===== src/rtl/kss_pkg.sv =====
// Shared types and constants of the keyed stack store.
// Used by kss_ctrl, keyed_stack_store and kss_checker; depends on nothing.
package kss_pkg;
	localparam int DEPTH = 16;
	localparam int AW = (DEPTH > 1) ? $clog2(DEPTH) : 1;
	localparam int CW = $clog2(DEPTH + 1);
	localparam int DW = 64;

	localparam logic [1:0] OP_INSERT = 2'd0;
	localparam logic [1:0] OP_POP = 2'd1;
	localparam logic [1:0] OP_TAKE = 2'd2;

	localparam logic [1:0] ST_OK = 2'd0;
	localparam logic [1:0] ST_EMPTY = 2'd1;
	localparam logic [1:0] ST_NOKEY = 2'd2;
	localparam logic [1:0] ST_FULL = 2'd3;

	typedef struct packed {
		logic [1:0] op;
		logic [31:0] cargo_in;
		logic [31:0] key_in;
	} req_t;

	typedef struct packed {
		logic [31:0] cargo_out;
		logic [31:0] key_out;
		logic [1:0] status;
		logic [4:0] entries;
	} rsp_t;
endpackage


===== src/rtl/kss_ram.sv =====
// Generic single-write, single-read RAM with a registered read port.
// Self-contained; no package needed.
module kss_ram #(
	parameter int WIDTH = 8,
	parameter int DEPTH = 16
) (
	input logic clk,
	input logic wr_en,
	input logic [((DEPTH > 1) ? $clog2(DEPTH) : 1)-1:0] wr_addr,
	input logic [WIDTH-1:0] wr_data,
	input logic rd_en,
	input logic [((DEPTH > 1) ? $clog2(DEPTH) : 1)-1:0] rd_addr,
	output logic [WIDTH-1:0] rd_data
);
	logic [WIDTH-1:0] mem_q [DEPTH];

	always_ff @(posedge clk) begin
		if (wr_en) begin
			mem_q[wr_addr] <= wr_data;
		end
		if (rd_en) begin
			rd_data <= mem_q[rd_addr];
		end
	end
endmodule


===== src/rtl/kss_ctrl.sv =====
// Sequencer of the keyed stack store: runs insert, pop and the keyed search
// and close-up against the entry RAM. Depends on kss_pkg and kss_ram.
module kss_ctrl (
	input logic clk,
	input logic arst_n,
	input logic req_valid,
	output logic req_stall,
	input kss_pkg::req_t req,
	output logic res_valid,
	input logic res_ready,
	output kss_pkg::rsp_t res
);
	import kss_pkg::*;

	localparam logic [2:0] S_IDLE = 3'd0;
	localparam logic [2:0] S_POPW = 3'd1;
	localparam logic [2:0] S_SRD = 3'd2;
	localparam logic [2:0] S_SCMP = 3'd3;
	localparam logic [2:0] S_SHR = 3'd4;
	localparam logic [2:0] S_SHW = 3'd5;
	localparam logic [2:0] S_DONE = 3'd6;

	logic [2:0] state_q;
	logic [CW-1:0] count_q;
	logic [31:0] next_key_q;
	logic [AW-1:0] ptr_q;
	logic [31:0] key_q;
	logic [31:0] cargo_q;
	logic [31:0] key_out_q;
	logic [1:0] status_q;

	logic wr_en, rd_en;
	logic [AW-1:0] wr_addr, rd_addr;
	logic [DW-1:0] wr_data, rd_data;
	logic [AW-1:0] top_idx;
	logic accept;

	assign top_idx = AW'(count_q - CW'(1));
	assign accept = req_valid && (state_q == S_IDLE);
	assign req_stall = (state_q != S_IDLE);

	// Each RAM word holds the key in the upper half and the cargo below.
	always_comb begin
		wr_en = 1'b0;
		wr_addr = ptr_q;
		wr_data = rd_data;
		rd_en = 1'b0;
		rd_addr = ptr_q;
		unique case (state_q)
			S_IDLE: begin
				if (accept && req.op == OP_INSERT && count_q < CW'(DEPTH)) begin
					wr_en = 1'b1;
					wr_addr = top_idx + AW'(1);
					wr_data = {next_key_q, req.cargo_in};
				end
				if (accept && req.op == OP_POP) begin
					rd_en = 1'b1;
					rd_addr = top_idx;
				end
			end
			S_SRD: rd_en = 1'b1;
			S_SHR: begin
				rd_en = 1'b1;
				rd_addr = ptr_q + AW'(1);
			end
			S_SHW: wr_en = 1'b1;
			default: ;
		endcase
	end

	kss_ram #(.WIDTH(DW), .DEPTH(DEPTH)) u_ram (
		.clk(clk),
		.wr_en(wr_en),
		.wr_addr(wr_addr),
		.wr_data(wr_data),
		.rd_en(rd_en),
		.rd_addr(rd_addr),
		.rd_data(rd_data)
	);

	always_ff @(posedge clk or negedge arst_n) begin
		if (!arst_n) begin
			state_q <= S_IDLE;
			count_q <= '0;
			next_key_q <= '0;
			ptr_q <= '0;
			key_q <= '0;
			cargo_q <= '0;
			key_out_q <= '0;
			status_q <= ST_OK;
		end else begin
			unique case (state_q)
				S_IDLE: begin
					if (accept) begin
						cargo_q <= '0;
						key_out_q <= '0;
						status_q <= ST_OK;
						key_q <= req.key_in;
						ptr_q <= top_idx;
						state_q <= S_DONE;
						unique case (req.op)
							OP_INSERT: begin
								if (count_q >= CW'(DEPTH)) begin
									status_q <= ST_FULL;
								end else begin
									key_out_q <= next_key_q;
									next_key_q <= next_key_q + 32'd1;
									count_q <= count_q + CW'(1);
								end
							end
							OP_POP: begin
								if (count_q == '0) status_q <= ST_EMPTY;
								else state_q <= S_POPW;
							end
							OP_TAKE: begin
								if (count_q == '0) status_q <= ST_EMPTY;
								else state_q <= S_SRD;
							end
							default: ;
						endcase
					end
				end
				S_POPW: begin
					cargo_q <= rd_data[31:0];
					count_q <= count_q - CW'(1);
					state_q <= S_DONE;
				end
				S_SRD: state_q <= S_SCMP;
				S_SCMP: begin
					if (rd_data[63:32] == key_q) begin
						cargo_q <= rd_data[31:0];
						if (CW'(ptr_q) + CW'(1) == count_q) begin
							count_q <= count_q - CW'(1);
							state_q <= S_DONE;
						end else begin
							state_q <= S_SHR;
						end
					end else if (ptr_q == '0) begin
						status_q <= ST_NOKEY;
						state_q <= S_DONE;
					end else begin
						ptr_q <= ptr_q - AW'(1);
						state_q <= S_SRD;
					end
				end
				S_SHR: state_q <= S_SHW;
				S_SHW: begin
					ptr_q <= ptr_q + AW'(1);
					if (CW'(ptr_q) + CW'(2) == count_q) begin
						count_q <= count_q - CW'(1);
						state_q <= S_DONE;
					end else begin
						state_q <= S_SHR;
					end
				end
				S_DONE: begin
					if (res_ready) state_q <= S_IDLE;
				end
				default: state_q <= S_IDLE;
			endcase
		end
	end

	assign res_valid = (state_q == S_DONE);
	always_comb begin
		res.cargo_out = cargo_q;
		res.key_out = key_out_q;
		res.status = status_q;
		res.entries = 5'(count_q);
	end
endmodule


===== src/rtl/keyed_stack_store.sv =====
// Keyed stack store: a last-in-first-out store of up to DEPTH cargo words,
// each tagged with a key from a wrapping 32-bit counter. Insert, an unused op
// code and any transaction refused for a full or empty store go from
// acceptance through the sequencer's result state into the output register;
// pop first reads the top entry. Take-by-key reads and compares one entry at a
// time from the top down and then closes the gap with one read and one write
// per entry above the match. The pace is set by the single entry RAM, which
// gives one read and one write per cycle. One transaction is worked on at a
// time; the next one is accepted no earlier than the cycle after its
// predecessor's result enters the output register, and it may be accepted
// while that result still waits there.
module keyed_stack_store (
	input logic clk,
	input logic arst_n,
	input logic req_valid,
	output logic req_stall,
	input kss_pkg::req_t req,
	output logic rsp_valid,
	input logic rsp_stall,
	output kss_pkg::rsp_t rsp
);
	import kss_pkg::*;

	logic res_valid, res_ready;
	rsp_t res;
	logic rsp_valid_q;
	rsp_t rsp_q;

	kss_ctrl u_ctrl (
		.clk(clk),
		.arst_n(arst_n),
		.req_valid(req_valid),
		.req_stall(req_stall),
		.req(req),
		.res_valid(res_valid),
		.res_ready(res_ready),
		.res(res)
	);

	assign res_ready = !rsp_valid_q || !rsp_stall;

	always_ff @(posedge clk or negedge arst_n) begin
		if (!arst_n) begin
			rsp_valid_q <= 1'b0;
		end else if (res_ready) begin
			rsp_valid_q <= res_valid;
		end
	end

	always_ff @(posedge clk) begin
		if (res_ready && res_valid) begin
			rsp_q <= res;
		end
	end

	assign rsp_valid = rsp_valid_q;
	assign rsp = rsp_q;
endmodule


===== config.mk =====
export PLATFORM = sky130hd
export DESIGN_NAME = keyed_stack_store
export DESIGN_NICKNAME = d
export VERILOG_FILES = /design/src/rtl/kss_pkg.sv /design/src/rtl/kss_ram.sv /design/src/rtl/kss_ctrl.sv /design/src/rtl/keyed_stack_store.sv
export SDC_FILE = /design/constraint.sdc
export NUM_CORES = 2
export LEC_CHECK = 0
export ABC_AREA = 1
export ABC_CLOCK_PERIOD_IN_PS = 5800
export BUFFER_PORTS_ARGS = -buffer_cell sky130_fd_sc_hd__buf_4
export CAP_MARGIN = 5
export CELL_PAD_IN_SITES_DETAIL_PLACEMENT = 1
export CELL_PAD_IN_SITES_GLOBAL_PLACEMENT = 2
export CORE_ASPECT_RATIO = 0.7
export CORE_MARGIN = 3
export CORE_UTILIZATION = 40
export CTS_CLUSTER_SIZE = 30
export DETAILED_ROUTE_END_ITERATION = 8
export GPL_ROUTABILITY_DRIVEN = 0
export PLACE_DENSITY_LB_ADDON = 0.1
export SYNTH_ARGS = -nofsm -noshare
export SYNTH_HDL_FRONTEND = slang
export SYNTH_SLANG_ARGS = --single-unit

===== constraint.sdc =====
create_clock -name clk -period 5.8 [get_ports clk]
set_input_delay 0.29 -clock clk [delete_from_list [all_inputs] [get_ports clk]]
set_output_delay 0.29 -clock clk [all_outputs]
set_load 0.01 [all_outputs]

==> qor.tcl <==
set qor(final_nets) 5498
set qor(slew_violations) 0
set qor(first_global_vias) 39883
set qor(core.rowCount) 114
set qor(synthDistinctLibCells) 39
set qor(ys.warnings.count) 0
set qor(fillCellCount) 14899
set qor(worstPathArrival_ns) 4.80
set qor(die_span_y_um) 320
set qor(gr-total-overflow) 0
set qor(clk_latency_ns) 0.77
set qor(cp-start-kind) {flop}
set qor(capturing_element_type_of_the_critical_path) {flop}
set qor(cap_violations) 0
set qor(cts_setup_buffers) 0
set qor(finalHoldViolations) 0
set qor(timing_worst_slew_pin_value_ns) 1.18
set qor(cts.clk_slew.worst_paths_ns) 0.06
set qor(final.setup.worst_slack_ns) 1.42
set qor(yosys_register_bits) 1302
set qor(count_of_flip_flops_with_a_built_in_enable_after_synthesis) 1159
set qor(fin_tns_setup_ns) 0
set qor(finalInstanceArea_sq_um) 64400
set qor(syn_avg_cell_area_sq_um) 10.6
set qor(dp_slack_ns) 1.45
set qor(final.setup_skew_ns) 0.0229
set qor(timing.critical_path.slowest_cell_delay_ns) 1.04
set qor(floorplan.initialDensity) 0.405
set qor(ys_top_cells_by_area) {edfxtp_1, nand3_1, nand2_1}
set qor(cts_resized) 0
set qor(synth_seq_area_share) 0.681
set qor(crit_path_cell_trace) {nor2_4, nand2_2, nor2_4, nand3_4, buf_4, o21ai_0, nand3_1, nor2_4, buf_12}
set qor(drc_errors) 0
set qor(mostFrequentLayoutCell) {nand2_1}
set qor(drive_gt1_frac) 0.0860
set qor(cts.sinks) 1302
set qor(crit_type) {reg2reg}
set qor(power_density_nw_per_um2) 578
set qor(path_max_fanout) 32
set qor(synthCells) 5302
set qor(clock_tree_from_tritoncts) {yes}
set qor(setup_repair_after_global_routing_missed_its_margin) {false}
set qor(antenna_cells_inserted) 0
set qor(final_period_minus_worst_setup_slack_ns) 4.38
set qor(die_area_sq_um) 146000
set qor(postSynthNetCount) 5385
set qor(detailed_place.area_sq_um) 59800
set qor(ctsRootBufferMaster) {clkbuf_16}
set qor(period_share) 0.755
set qor(required_ns) 6.22
set qor(run_status) {complete, no violations}
set qor(power.static_leakage_nw) 26.5
set qor(cts_hold_repair.buffers) 36
set qor(critical-path-slowest-cell) {nor2_4}
set qor(setup_violating_endpoint_count_in_the_final_report) 0
set qor(detailedPlacementHpwl_um) 87700
set qor(die-width_um) 455
set qor(antenna_found_initial) 1
set qor(groute.usage.overall) 0.236
set qor(path_buf_inv) 2
set qor(critical-path-top-cell-by-count) {nor2_4}
set qor(asyncSetResetFlopFracSynth) 0.110
set qor(max-clock-path-buffers) 3
set qor(kind_of_cell_with_the_highest_combined_delay_on_the_critical_path) {simple AND/OR/NAND/NOR gates}
set qor(final_cell_mix) {nand2_1, nand3_1, edfxtp_1}
set qor(synthDominantCellAreaShare) 0.617
set qor(area.growth.synth_to_final_pct) 14.1
set qor(grt_start_max_net_pins) 169
set qor(dominantRegCellSynth) {edfxtp_1}
set qor(achievable-frequency_mhz) 228
set qor(drt_first_iter_violations) 2983
set qor(stdcell_count) 7369
set qor(numPlacedInstances) 7095
set qor(ir_drop_mv) 0.780
set qor(wl_per_cell_um) 23.3
set qor(wl_um) 172000
set qor(slew_headroom) 0.214
set qor(post-layout-total-power_mw) 37.2
set qor(numCtsBuffers) 138
set qor(grt_pass1_wl_um) 258000
set qor(postRouteAntennaNets) 0
set qor(routed_via_density) 5.27
set qor(synth_top_area_cell) {edfxtp_1}
set qor(number_of_buffer_cells_added_on_primary_ports) 142
set qor(length_of_the_first_detailed_routing_pass_in_iterations) 5
set qor(holdCritPathClass) {in2async}
set qor(syn_area_sq_um) 56400
set qor(core_area_sq_um) 139000
set qor(vias) 38819
set qor(pin_count) 143
set qor(clock_tree.htree_level_count) 4
-- area by class of cell --
class                   instances  area (sq um)  area share
repair buffers                281          2630      0.0408
clock inverters                52           403     0.00626
multi-input cells            2949         14000       0.218
inverters                     743          2800      0.0434
clock buffers                 186          3800      0.0590
well taps                    1856          2320      0.0361
flip-flops and latches       1302         38400       0.596
-- state kept, by name (all words and copies together), names as in the netlist --
name	count
u_ctrl.u_ram.mem_q	1024
rsp	71
u_ctrl.u_ram.rd_data	64
u_ctrl.cargo_q	32
u_ctrl.key_out_q	32
u_ctrl.key_q	32
u_ctrl.next_key_q	32
u_ctrl.count_q	5
u_ctrl.ptr_q	4
u_ctrl.state_q	3
u_ctrl.status_q	2
rsp_valid	1
-- per-stage QoR --
stage                     hold slack (ns)   util
after global routing               0.0976  0.463
after detailed placement            0.289  0.430
after CTS                          0.0289  0.463
after floorplan                  -0.00559      -
after global placement              0.284  0.430
final                              0.0479  0.463
-- worst reg2reg max path: cells and delay by family (launching register included) --
kind,cells,cell delay [ns]
flip-flops,1,0.45
AO/OA/AOI/OAI,1,0.42
buffers and inverters,2,0.86
AND/OR/NAND/NOR,6,2.29
-- final timing paths --
| check | end | from | depth (start not counted) | slack [ns] |
|---|---|---|---|---|
| worst max register to register | u_ctrl.u_ram.mem_q[0][54] | u_ctrl.state_q[1] | 9 | 1.42 |
| worst min-delay path | u_ctrl.status_q[1] | arst_n | 2 | 0.05 |
| worst min register to register | rsp[47] | u_ctrl.cargo_q[8] | 0 | 0.45 |
| max in group asynchronous | u_ctrl.cargo_q[0] | arst_n | 3 | 4.55 |
| min in group clk | u_ctrl.state_q[2] | req_valid | 5 | 0.07 |
| worst max-delay path | u_ctrl.u_ram.mem_q[0][54] | u_ctrl.state_q[1] | 9 | 1.42 |
-- where the power goes --
| group | switching [mW] | internal (mW) | leakage [nW] |
|---|---|---|---|
| Clock | 3.64 | 4.84 | 2.06 |
| Combinational | 11.2 | 4.13 | 12.1 |
| Sequential | 0.627 | 12.8 | 12.3 |
-- synthesized netlist by cell type, drive strengths merged, types with 19 or more instances --
cell    count
nor3       20
o21ai     129
nand3    1188
buf       229
clkbuf     79
edfxtp   1159
inv       742
nor2       73
dfrtp     143
nand4      19
nand2    1291
xor2       39
nand3b    123
xnor2      24
-- cells by family (layout without fill, tap and decap cells) --
logic type,after synthesis,in the layout,share of synthesized area
simple gates,2725,2725,0.219
flops,1302,1302,0.681
buf+inv,1051,1262,0.0743
compound gates,147,147,0.0136
xor+xnor,63,63,0.00978
fa+ha+maj,13,13,0.00288
mux,1,1,0.000178
-- per-layer routing --
metal | up-vias | track usage | wire (um)
li1 | 17973 | - | -
met1 | 19891 | 0.341 | 80900
met2 | 744 | 0.383 | 80700
met3 | 211 | 0.0244 | 6750
met4 | 0 | 0.0614 | 3420
met5 | - | 0 | 0
Power figures use the tool's default switching activity.
